File: src/design/mipsx_pkg.sv
// Shared widths, default sizes, operation and fault codes, and types of the MIPS subset executor.
package mipsx_pkg;

	// default sizes of the register file, the data memory and the program
	localparam int NUM_REGS_DEF   = 32;
	localparam int MEM_WORDS_DEF  = 32;
	localparam int PROG_DEPTH_DEF = 1024;

	// fixed field widths
	localparam int KIND_W    = 3;
	localparam int REG_IDX_W = 5;
	localparam int IMM_W     = 16;
	localparam int PC_W      = 10;
	localparam int WORD_W    = 32;
	localparam int FAULT_W   = 2;

	// operation codes
	localparam logic [KIND_W-1:0] KIND_LW  = 3'd0;
	localparam logic [KIND_W-1:0] KIND_SW  = 3'd1;
	localparam logic [KIND_W-1:0] KIND_ADD = 3'd2;
	localparam logic [KIND_W-1:0] KIND_SUB = 3'd3;
	localparam logic [KIND_W-1:0] KIND_BEQ = 3'd4;

	// fault codes
	localparam logic [FAULT_W-1:0] FAULT_NONE   = 2'd0;
	localparam logic [FAULT_W-1:0] FAULT_MEM    = 2'd1;
	localparam logic [FAULT_W-1:0] FAULT_BRANCH = 2'd2;

	// clearing pass after reset, then normal operation
	typedef enum logic {
		ST_CLEAR,
		ST_RUN
	} exec_state_t;

endpackage

File: src/design/mips_subset_instruction_executor.sv
// Top level of the MIPS subset executor (lw, sw, add, sub, beq) with register file and data memory.
//
//  channel | handshake            | payload                                          | dir
//  --------+----------------------+--------------------------------------------------+-----
//  input   | in_valid / in_ready  | kind, dest_reg, src_reg, second_reg, immediate,  | in
//          |                      | pc_now                                           |
//  result  | out_valid / out_ready| next_pc, branch_taken, value, fault              | out
//
//  Flow: one instruction beat per cycle while result beats are taken; each beat passes through
//  the register file read at acceptance, then execute, then the result stage, which offers it.
//  The rate is set by the register file read at acceptance and the data memory's one write
//  and one read port, which one instruction uses in its execute cycle.
//  Reset: a clearing pass over every register and memory address loads register 0 with zero and
//  every other register and memory word with one; in_ready stays low until it ends.
//  Stalls: a held result keeps the execute stage full; a held result behind a full execute
//  stage drops in_ready.
module mips_subset_instruction_executor #(
	parameter int NUM_REGS   = mipsx_pkg::NUM_REGS_DEF,
	parameter int MEM_WORDS  = mipsx_pkg::MEM_WORDS_DEF,
	parameter int PROG_DEPTH = mipsx_pkg::PROG_DEPTH_DEF
) (
	input  logic                                  clk,
	input  logic                                  arst_n,

	input  logic                                  in_valid,
	output logic                                  in_ready,
	input  logic [mipsx_pkg::KIND_W-1:0]          kind,
	input  logic [mipsx_pkg::REG_IDX_W-1:0]       dest_reg,
	input  logic [mipsx_pkg::REG_IDX_W-1:0]       src_reg,
	input  logic [mipsx_pkg::REG_IDX_W-1:0]       second_reg,
	input  logic signed [mipsx_pkg::IMM_W-1:0]    immediate,
	input  logic [mipsx_pkg::PC_W-1:0]            pc_now,

	output logic                                  out_valid,
	input  logic                                  out_ready,
	output logic [mipsx_pkg::PC_W-1:0]            next_pc,
	output logic                                  branch_taken,
	output logic signed [mipsx_pkg::WORD_W-1:0]   value,
	output logic [mipsx_pkg::FAULT_W-1:0]         fault
);

	localparam int KW      = mipsx_pkg::KIND_W;
	localparam int IW      = mipsx_pkg::REG_IDX_W;
	localparam int IMW     = mipsx_pkg::IMM_W;
	localparam int PW      = mipsx_pkg::PC_W;
	localparam int WW      = mipsx_pkg::WORD_W;
	localparam int FW      = mipsx_pkg::FAULT_W;

	localparam int RW      = $clog2(NUM_REGS);
	localparam int MW      = (MEM_WORDS > 1) ? $clog2(MEM_WORDS) : 1;
	localparam int CLR_LEN = (NUM_REGS > MEM_WORDS) ? NUM_REGS : MEM_WORDS;
	localparam int CW      = $clog2(CLR_LEN);
	localparam int CNT_W   = CW + 1;
	localparam int LIM_W   = IW + 1;

	// sequential pc modulo PROG_DEPTH by reciprocal multiplication (exact for SEQ_W-bit values)
	localparam int SEQ_W   = PW + 1;
	localparam int RSH     = SEQ_W + $clog2(PROG_DEPTH);
	localparam int RECIP   = ((1 << RSH) + PROG_DEPTH - 1) / PROG_DEPTH;
	localparam int PROD_W  = RSH + SEQ_W + 2;

	localparam int TGT_W   = IMW + 2;
	localparam int EA_W    = WW + 1;

	// ------------------------------------------------------------------
	// clearing pass state machine
	// ------------------------------------------------------------------
	mipsx_pkg::exec_state_t state_q, state_d;
	logic [CW-1:0] clr_cnt_q;
	logic          clearing;
	logic          clr_last;

	always_ff @(posedge clk or negedge arst_n) begin
		if (!arst_n) begin
			state_q   <= mipsx_pkg::ST_CLEAR;
			clr_cnt_q <= '0;
		end else begin
			state_q <= state_d;
			if (clearing) begin
				clr_cnt_q <= clr_cnt_q + CW'(1);
			end
		end
	end

	always_comb begin
		clr_last = (clr_cnt_q == CW'(CLR_LEN - 1));
		clearing = 1'b0;
		state_d  = state_q;
		unique case (state_q)
			mipsx_pkg::ST_CLEAR: begin
				clearing = 1'b1;
				if (clr_last) begin
					state_d = mipsx_pkg::ST_RUN;
				end
			end
			mipsx_pkg::ST_RUN: begin
				state_d = mipsx_pkg::ST_RUN;
			end
			default: begin
				state_d = mipsx_pkg::ST_CLEAR;
			end
		endcase
	end

	logic clr_reg_we;
	logic clr_mem_we;
	assign clr_reg_we = clearing && ({1'b0, clr_cnt_q} < CNT_W'(NUM_REGS));
	assign clr_mem_we = clearing && ({1'b0, clr_cnt_q} < CNT_W'(MEM_WORDS));

	// ------------------------------------------------------------------
	// handshake and pipeline occupancy
	// ------------------------------------------------------------------
	logic s1_valid_q;
	logic s2_valid_q;
	logic s2_free;
	logic in_acc;
	logic s1_mv;
	logic out_acc;

	assign s2_free  = !s2_valid_q || out_ready;
	assign in_ready = !clearing && (!s1_valid_q || s2_free);
	assign in_acc   = in_valid && in_ready;
	assign s1_mv    = s1_valid_q && s2_free;
	assign out_acc  = s2_valid_q && out_ready;

	always_ff @(posedge clk or negedge arst_n) begin
		if (!arst_n) begin
			s1_valid_q <= 1'b0;
			s2_valid_q <= 1'b0;
		end else begin
			if (in_ready) begin
				s1_valid_q <= in_acc;
			end
			if (s2_free) begin
				s2_valid_q <= s1_valid_q;
			end
		end
	end

	// ------------------------------------------------------------------
	// input side: register file read addresses and pc quotient
	// ------------------------------------------------------------------
	logic [IW-1:0]     rda_in, rdb_in;
	logic [IW-1:0]     rda_idx, rdb_idx;
	logic [SEQ_W-1:0]  pc_inc_in;
	logic [PROD_W-1:0] quo_prod;

	// port a always reads src_reg; port b reads rt for add/sub, dest_reg otherwise
	assign rda_in = src_reg;
	assign rdb_in = (kind == mipsx_pkg::KIND_ADD || kind == mipsx_pkg::KIND_SUB) ?
	                second_reg : dest_reg;

	assign pc_inc_in = {1'b0, pc_now} + SEQ_W'(1);
	assign quo_prod  = PROD_W'(pc_inc_in) * PROD_W'(RECIP);

	// s1 payload
	logic [KW-1:0]         kind_s1;
	logic [IW-1:0]         dest_s1;
	logic [IW-1:0]         a_idx_s1;
	logic [IW-1:0]         b_idx_s1;
	logic signed [IMW-1:0] imm_s1;
	logic [PW-1:0]         pc_s1;
	logic [SEQ_W-1:0]      quo_s1;

	always_ff @(posedge clk) begin
		if (in_acc) begin
			kind_s1  <= kind;
			dest_s1  <= dest_reg;
			a_idx_s1 <= rda_in;
			b_idx_s1 <= rdb_in;
			imm_s1   <= immediate;
			pc_s1    <= pc_now;
			quo_s1   <= quo_prod[RSH +: SEQ_W];
		end
	end

	// reread the held item's registers every cycle while it waits, so that late writes land
	assign rda_idx = in_ready ? rda_in : a_idx_s1;
	assign rdb_idx = in_ready ? rdb_in : b_idx_s1;

	// ------------------------------------------------------------------
	// register file: two copies, one per read port, written together
	// ------------------------------------------------------------------
	logic          rf_wr;
	logic          rf_we;
	logic [RW-1:0] rf_waddr;
	logic [WW-1:0] rf_wdata;
	logic [WW-1:0] rfa_rdata, rfb_rdata;
	logic [WW-1:0] res_value;

	// s2 payload
	logic [PW-1:0] next_pc_s2;
	logic          taken_s2;
	logic [WW-1:0] value_s2;
	logic [FW-1:0] fault_s2;
	logic          load_s2;
	logic          reg_wr_s2;
	logic [IW-1:0] dest_s2;

	// retire the register write when the result beat is taken
	assign rf_wr    = out_acc && reg_wr_s2;
	assign rf_we    = clr_reg_we || rf_wr;
	assign rf_waddr = clearing ? clr_cnt_q[RW-1:0] : dest_s2[RW-1:0];
	assign rf_wdata = clearing ? ((clr_cnt_q == '0) ? '0 : WW'(1)) : res_value;

	mipsx_ram #(
		.WIDTH(WW),
		.DEPTH(NUM_REGS)
	) u_rf_a (
		.clk   (clk),
		.we    (rf_we),
		.waddr (rf_waddr),
		.wdata (rf_wdata),
		.re    (1'b1),
		.raddr (rda_idx[RW-1:0]),
		.rdata (rfa_rdata)
	);

	mipsx_ram #(
		.WIDTH(WW),
		.DEPTH(NUM_REGS)
	) u_rf_b (
		.clk   (clk),
		.we    (rf_we),
		.waddr (rf_waddr),
		.wdata (rf_wdata),
		.re    (1'b1),
		.raddr (rdb_idx[RW-1:0]),
		.rdata (rfb_rdata)
	);

	// catch a write that lands on the address read at the same edge
	logic          byp_a_q, byp_b_q;
	logic [WW-1:0] byp_data_q;

	always_ff @(posedge clk) begin
		byp_a_q    <= rf_wr && (dest_s2 == rda_idx);
		byp_b_q    <= rf_wr && (dest_s2 == rdb_idx);
		byp_data_q <= res_value;
	end

	// ------------------------------------------------------------------
	// s1: operand select and execute
	// ------------------------------------------------------------------
	logic          a_ok, b_ok, dest_ok;
	logic          fwd_a, fwd_b;
	logic [WW-1:0] opa, opb;

	assign a_ok    = ({1'b0, a_idx_s1} < LIM_W'(NUM_REGS));
	assign b_ok    = ({1'b0, b_idx_s1} < LIM_W'(NUM_REGS));
	assign dest_ok = ({1'b0, dest_s1} < LIM_W'(NUM_REGS)) && (dest_s1 != '0);

	// the older instruction still in s2 has not written yet: forward its result
	assign fwd_a = s2_valid_q && reg_wr_s2 && (dest_s2 == a_idx_s1);
	assign fwd_b = s2_valid_q && reg_wr_s2 && (dest_s2 == b_idx_s1);

	always_comb begin
		priority if (!a_ok) begin
			opa = '0;
		end else if (fwd_a) begin
			opa = res_value;
		end else if (byp_a_q) begin
			opa = byp_data_q;
		end else begin
			opa = rfa_rdata;
		end
		priority if (!b_ok) begin
			opb = '0;
		end else if (fwd_b) begin
			opb = res_value;
		end else if (byp_b_q) begin
			opb = byp_data_q;
		end else begin
			opb = rfb_rdata;
		end
	end

	logic is_lw, is_sw, is_mem, is_alu, is_beq;
	assign is_lw  = (kind_s1 == mipsx_pkg::KIND_LW);
	assign is_sw  = (kind_s1 == mipsx_pkg::KIND_SW);
	assign is_mem = is_lw || is_sw;
	assign is_alu = (kind_s1 == mipsx_pkg::KIND_ADD) || (kind_s1 == mipsx_pkg::KIND_SUB);
	assign is_beq = (kind_s1 == mipsx_pkg::KIND_BEQ);

	// effective byte address: exact signed sum, word index drops the two low bits
	logic [EA_W-1:0] ea;
	logic            mem_fault;
	assign ea        = {opa[WW-1], opa} + {{(EA_W - IMW){imm_s1[IMW-1]}}, imm_s1};
	assign mem_fault = is_mem &&
	                   (ea[EA_W-1] || (ea[EA_W-1:2] >= (EA_W - 2)'(MEM_WORDS)));

	logic [WW-1:0] alu;
	assign alu = (kind_s1 == mipsx_pkg::KIND_ADD) ? (opa + opb) : (opa - opb);

	// branch target and its range
	logic [TGT_W-1:0] tgt;
	logic             br_hit, br_oor, br_take;
	assign tgt     = {{(TGT_W - PW){1'b0}}, pc_s1} + TGT_W'(1) +
	                 {{(TGT_W - IMW){imm_s1[IMW-1]}}, imm_s1};
	assign br_hit  = is_beq && (opa == opb);
	assign br_oor  = tgt[TGT_W-1] || (tgt >= TGT_W'(PROG_DEPTH));
	assign br_take = br_hit && !br_oor;

	// sequential pc: (pc + 1) - quotient * PROG_DEPTH
	logic [SEQ_W-1:0] seq_pc;
	assign seq_pc = ({1'b0, pc_s1} + SEQ_W'(1)) - (quo_s1 * SEQ_W'(PROG_DEPTH));

	logic [FW-1:0] fault_d;
	logic [WW-1:0] value_d;
	logic          load_d;
	always_comb begin
		priority if (mem_fault) begin
			fault_d = mipsx_pkg::FAULT_MEM;
		end else if (br_hit && br_oor) begin
			fault_d = mipsx_pkg::FAULT_BRANCH;
		end else begin
			fault_d = mipsx_pkg::FAULT_NONE;
		end
		priority if (mem_fault) begin
			value_d = '0;
		end else if (is_sw) begin
			value_d = opb;
		end else if (is_alu) begin
			value_d = alu;
		end else begin
			value_d = '0;
		end
		load_d = is_lw && !mem_fault;
	end

	// ------------------------------------------------------------------
	// data memory: store writes and load reads as the item enters s2
	// ------------------------------------------------------------------
	logic          dm_we, dm_re;
	logic [MW-1:0] dm_waddr;
	logic [WW-1:0] dm_wdata;
	logic [WW-1:0] dm_rdata;

	assign dm_we    = clr_mem_we || (s1_mv && is_sw && !mem_fault);
	assign dm_re    = s1_mv && load_d;
	assign dm_waddr = clearing ? clr_cnt_q[MW-1:0] : ea[MW+1:2];
	assign dm_wdata = clearing ? WW'(1) : opb;

	mipsx_ram #(
		.WIDTH(WW),
		.DEPTH(MEM_WORDS)
	) u_dmem (
		.clk   (clk),
		.we    (dm_we),
		.waddr (dm_waddr),
		.wdata (dm_wdata),
		.re    (dm_re),
		.raddr (ea[MW+1:2]),
		.rdata (dm_rdata)
	);

	// ------------------------------------------------------------------
	// s2: result stage
	// ------------------------------------------------------------------
	always_ff @(posedge clk) begin
		if (s1_mv) begin
			next_pc_s2 <= br_take ? tgt[PW-1:0] : seq_pc[PW-1:0];
			taken_s2   <= br_take;
			value_s2   <= value_d;
			fault_s2   <= fault_d;
			load_s2    <= load_d;
			reg_wr_s2  <= (load_d || is_alu) && dest_ok;
			dest_s2    <= dest_s1;
		end
	end

	// a load takes its word from the memory's read register, held while the beat waits
	assign res_value = load_s2 ? dm_rdata : value_s2;

	assign out_valid    = s2_valid_q;
	assign next_pc      = next_pc_s2;
	assign branch_taken = taken_s2;
	assign value        = res_value;
	assign fault        = fault_s2;

`ifndef SYNTHESIS
	a_no_reg0_write: assert property (@(posedge clk) disable iff (!arst_n)
		rf_wr |-> (dest_s2 != '0) && ({1'b0, dest_s2} < LIM_W'(NUM_REGS)))
		else $error("register write to register zero or beyond the file");

	a_fault_quiet: assert property (@(posedge clk) disable iff (!arst_n)
		out_valid && (fault != mipsx_pkg::FAULT_NONE) |-> (value == '0) && !branch_taken)
		else $error("faulted beat carries a value or a taken branch");

	a_load_hold: assert property (@(posedge clk) disable iff (!arst_n)
		s2_valid_q && load_s2 && !out_ready |=> $stable(dm_rdata))
		else $error("load data changed while its beat was stalled");

	a_run_sticky: assert property (@(posedge clk) disable iff (!arst_n)
		(state_q == mipsx_pkg::ST_RUN) |=> (state_q == mipsx_pkg::ST_RUN) && !clr_mem_we)
		else $error("clearing pass restarted after reset");
`endif

endmodule

File: src/design/mipsx_ram.sv
// Generic single-write, single-read synchronous RAM with a registered read port.
module mipsx_ram #(
	parameter int WIDTH = mipsx_pkg::WORD_W,
	parameter int DEPTH = mipsx_pkg::NUM_REGS_DEF,
	localparam int AW = (DEPTH > 1) ? $clog2(DEPTH) : 1
) (
	input  logic             clk,
	input  logic             we,
	input  logic [AW-1:0]    waddr,
	input  logic [WIDTH-1:0] wdata,
	input  logic             re,
	input  logic [AW-1:0]    raddr,
	output logic [WIDTH-1:0] rdata
);

	logic [WIDTH-1:0] mem_q [DEPTH];
	logic [WIDTH-1:0] rdata_q;

	// read returns the old word when the same address is written in the same cycle
	always_ff @(posedge clk) begin
		if (we) begin
			mem_q[waddr] <= wdata;
		end
		if (re) begin
			rdata_q <= mem_q[raddr];
		end
	end

	assign rdata = rdata_q;

endmodule
File: config.mk
export PLATFORM = sky130hd
export DESIGN_NAME = mips_subset_instruction_executor
export DESIGN_NICKNAME = d
export VERILOG_FILES = /design/src/design/mipsx_pkg.sv /design/src/design/mips_subset_instruction_executor.sv /design/src/design/mipsx_ram.sv
export SDC_FILE = /design/constraint.sdc
export NUM_CORES = 2
export LEC_CHECK = 0
export BUFFER_PORTS_ARGS = -buffer_cell sky130_fd_sc_hd__buf_2
export CAP_MARGIN = 20
export CORE_ASPECT_RATIO = 1.4
export CORE_MARGIN = 5
export CORE_UTILIZATION = 39
export DETAILED_ROUTE_END_ITERATION = 8
export MAX_ROUTING_LAYER = met4
export PLACE_DENSITY_LB_ADDON = 0.15
export SLEW_MARGIN = 0
export SYNTH_ARGS = -nofsm -noshare
export SYNTH_HDL_FRONTEND = slang
export SYNTH_SLANG_ARGS = --single-unit
File: constraint.sdc
create_clock -name clk -period 7.95 [get_ports clk]
set_input_delay 0.795 -clock clk [delete_from_list [all_inputs] [get_ports clk]]
set_output_delay 0.795 -clock clk [all_outputs]
set_load 0.005 [all_outputs]
==> reports/summary.txt <==
=====================================================================================
Startpoint of the worst-slack reg-to-reg timing path                       dest_s2[1]
Clock Tree Root                                                          sky130_fd_sc_hd__clkbuf_16
Critical Path Sink                                                       u_dmem.mem_q[8][20]
Max-capacitance violation count                                                     0
Antenna violations before repair                                                   15
RSZ-0062 raised after global routing                                               no
Sequential cell area in the final layout                                   0.0675 mm2
Sw frac                                                                         30.9%
CTS H-Tree Depth                                                                    4
Critical Path End Type                                                      flip-flop
Smallest hold slack                                                         0.0873 ns
Via count of the first global-routing pass                                      60.9k
Number of buffer cells added on primary ports                                      94
Area contributors post-synth                                             sky130_fd_sc_hd__edfxtp_1, sky130_fd_sc_hd__mux4_2, sky130_fd_sc_hd__nand2_1, sky130_fd_sc_hd__dfxtp_1, sky130_fd_sc_hd__mux2i_1
Average cell area after synthesis                                            16.6 um2
Static leakage                                                                37.7 nW
Area overhead of the layout relative to synthesis                               13.4%
Total Routing Usage GR                                                          23.2%
Proportion of synthesized chip area in sequential cells                         66.0%
Total via count after detailed routing                                          58.6k
Final Slew Violations                                                               0
Overflow left after global routing                                                  0
Post-DP HPWL                                                                194000 um
Crit Path Class                                                               reg2reg
Wire length of the first global-routing pass                                448000 um
Data arrival time at the worst-slack endpoint                                 7.77 ns
Top FF cell, synth                                                       sky130_fd_sc_hd__edfxtp_1
Area of the die                                                             0.273 mm2
Final GP Congestion                                                             0.954
Number of clock buffers inserted by TritonCTS                                     229
Leading cell types in the layout, fill and taps excluded                 sky130_fd_sc_hd__edfxtp_1, sky130_fd_sc_hd__mux4_2, sky130_fd_sc_hd__nand2_1, sky130_fd_sc_hd__a21oi_1, sky130_fd_sc_hd__nand3_1
Required @ worst endpoint                                                     8.44 ns
Final setup skew                                                             0.109 ns
Slew @ Worst Pin                                                              1.13 ns
Most area-hungry cell type in the Yosys netlist                          sky130_fd_sc_hd__edfxtp_1
Hold/Removal Path Class                                                        in2reg
Number of remaining DRC errors                                                      0
Count of routing violations after the opening detailed-route iteration           5265
CTS tree                                                                          yes
Gate power share                                                                26.2%
Setup violations, final                                                             0
Fraction of layout cells with a size suffix above 1                             25.3%
Warnings, synthesis                                                                 0
Fillcell total                                                                  23.0k
Clk buf depth                                                                       4
Nature of the critical path startpoint                                      flip-flop
Synth async-reset ratio                                                        0.351%
Post-synthesis cell count                                                        6182
CTS clock-pin slew for the worst setup and hold paths                         0.06 ns
Fin Setup TNS                                                                    0 ns
Pwr/cell area                                                              289 mW/mm2
Post-layout minimum cycle time                                                7.28 ns
Standard cell core area                                                     0.261 mm2
Top-area cell type share of the netlist area                                    63.9%
Count of cell types in the netlist                                                 76
Worst max-slew margin expressed relative to the limit                           24.6%
Site row count                                                                    222
Maximum achievable frequency                                                  137 MHz
Net Switching                                                                 10.4 mW
Number of vias per cell after detailed routing                                   5.86
Peak VDD IR                                                                    319 uV
Post-synthesis instance area                                                0.102 mm2
Maximum number of pins on one net before global-route repair                      129
Worst-path maximum fanout                                                          31
Pre-antenna DRT Iters                                                               5
Post-DR wirelength/cell                                                       31.5 um
Number of register bits inferred by synthesis                                    2282
Net count of the mapped netlist                                                  6341
Final wirelength                                                            315000 um
Final hold viol count                                                               0
Initial standard-cell utilization of the core                                   39.2%
Nets                                                                             6477
Outcome                                                                     completed
CTS sink cnt                                                                     2282
Fraction of power consumed by the clock network                                 31.9%
I/O pin count                                                                      95
Final ANT Viol Nets                                                                 0
Width of the die                                                               443 um
Startpoint of the most critical setup path                                 dest_s2[1]
Die outline height                                                             616 um
Post-synth EDFFs                                                                 2176
Postcts setup bufs                                                                  0
Latest clock arrival within the worst-skew pair                               0.90 ns
FF-to-FF path depth                                                                18
Reg2Reg Setup Slack                                                           0.67 ns
Worst flop-to-flop path endpoint                                         u_dmem.mem_q[8][20]
Most common library cell in the layout ignoring fill and taps            sky130_fd_sc_hd__edfxtp_1
Area used by multi-input combinational logic                               0.0340 mm2
Fin crit share                                                                  91.5%
Seq pwr share                                                                   41.8%
Internal power of the cells                                                   23.2 mW
=====================================================================================
-- metrics by stage --
step,setup slack [ns],power (mW),cells,cell area [um2],util [%]
floorplan,1.46,20.0,6182,102000,-
global placement,0.839,23.2,9548,108000,41.5
detailed placement,0.726,23.2,9549,108000,41.5
CTS,0.643,33.9,9974,116000,44.3
global route,0.231,35.0,9986,116000,44.4
finish,0.672,33.6,9989,116000,44.4
-- synth_stat cells (14+ instances only) --
library cell               instances
sky130_fd_sc_hd__edfxtp_1       2176
sky130_fd_sc_hd__mux4_2          768
sky130_fd_sc_hd__nand2_1         752
sky130_fd_sc_hd__a21oi_1         286
sky130_fd_sc_hd__clkbuf_1        269
sky130_fd_sc_hd__nor2_1          260
sky130_fd_sc_hd__nand3_1         239
sky130_fd_sc_hd__o21ai_0         160
sky130_fd_sc_hd__mux2i_1         147
sky130_fd_sc_hd__mux2_2          115
sky130_fd_sc_hd__ha_1            108
sky130_fd_sc_hd__buf_1           102
sky130_fd_sc_hd__dfxtp_1          98
sky130_fd_sc_hd__inv_1            88
sky130_fd_sc_hd__o211ai_1         80
sky130_fd_sc_hd__xnor2_1          61
sky130_fd_sc_hd__and2_1           43
sky130_fd_sc_hd__nor3_1           33
sky130_fd_sc_hd__a21o_1           32
sky130_fd_sc_hd__a22oi_1          28
sky130_fd_sc_hd__nand4_1          23
sky130_fd_sc_hd__o21bai_1         23
sky130_fd_sc_hd__xor2_1           22
sky130_fd_sc_hd__buf_2            21
sky130_fd_sc_hd__and3_1           20
sky130_fd_sc_hd__a31oi_1          15
sky130_fd_sc_hd__nand2b_1         15
sky130_fd_sc_hd__o22ai_1          15
sky130_fd_sc_hd__nor2b_1          14
-- power groups by stage --
stage	sequential [mW]	combinational (mW)	clock, mW
6_report	14.0	8.81	10.7
4_1_cts	14.0	8.88	11.0
3_3_place_gp	14.3	8.85	0
2_1_floorplan	14.2	5.76	0
5_1_grt	14.0	9.49	11.4
3_5_place_dp	14.3	8.85	0
-- worst max-delay path, cell delays in order, from the launching register on --
cell and delay (ns):
sky130_fd_sc_hd__edfxtp_1 0.56, sky130_fd_sc_hd__xnor2_1 0.23, sky130_fd_sc_hd__and4_1 0.37, sky130_fd_sc_hd__nand2_2 0.47, sky130_fd_sc_hd__a21oi_1 0.63, sky130_fd_sc_hd__ha_1 0.33, sky130_fd_sc_hd__and2_0 0.19, sky130_fd_sc_hd__and4_1 0.23
sky130_fd_sc_hd__and2_1 0.21, sky130_fd_sc_hd__o31ai_1 0.65, sky130_fd_sc_hd__a21oi_1 0.31, sky130_fd_sc_hd__a21oi_1 0.32, sky130_fd_sc_hd__o21ai_0 0.21, sky130_fd_sc_hd__xnor2_1 0.37, sky130_fd_sc_hd__and4_1 0.45, sky130_fd_sc_hd__nand2_1 0.24
sky130_fd_sc_hd__buf_4 0.28, sky130_fd_sc_hd__o22ai_4 0.37, sky130_fd_sc_hd__buf_4 0.43
-- cell families after synthesis --
logic type      Yosys count  synth area share, %
compound gates          739                 4.38
xor+xnor                 83                0.710
fa+ha+maj               111                 1.38
buf+inv                 480                 1.79
flops                  2282                 66.0
mux                    1030                 19.6
simple gates           1457                 6.17
-- final cells by class --
cell class,instances,share of cell area (%)
sequential,2282,58.2
tap,3472,3.74
timing repair buffer,297,2.14
clock inverter,137,1.06
clock buffer,287,5.24
antenna,6,0.0129
inverter,88,0.285
multi-input combinational,3420,29.3
-- layer usage --
metal  vias up  GRT usage [%]  wire [um]
li1      25000              -          -
met1     31200           28.1     122000
met2      1825           40.9     166000
met3       540           2.74      15200
met4         0           7.15      11100
met5         -              -          0
-- sequential cells by signal, summed over array words and instances (netlist names), 2 cells and up --
register and cells:
u_dmem.mem_q 1024, u_rf_b.mem_q 608, u_rf_a.mem_q 416, byp_data_q 32, u_dmem.rdata 32, u_rf_a.rdata 32, u_rf_b.rdata 32, value_s2 32
imm_s1 16, next_pc 10, pc_s1 10, a_idx_s1 5, b_idx_s1 5, clr_cnt_q 5, dest_s1 5, dest_s2 5
kind_s1 3, fault 2
-- timing repair --
item                       in CTS  in global routing
hold endpoints to repair        8                  0
resized for setup               0                  0
setup endpoints to repair       0                  0
hold buffers                    1                  0
-- how the worst min path moves through the flow --
stage | from | end | slack (ns) | depth (start not counted)
after floorplan | dest_s1[2] | dest_s2[2] | 0.42 | 0
after global placement | s1_valid_q | s1_valid_q | 0.49 | 1
after detailed placement | dest_s1[3] | dest_s2[3] | 0.48 | 0
after CTS | pc_now[2] | pc_s1[2] | 0.02 | 1
after global routing | pc_now[2] | pc_s1[2] | 0.04 | 1
final | pc_now[2] | pc_s1[2] | 0.09 | 1
(Power assumes the default switching activity.)
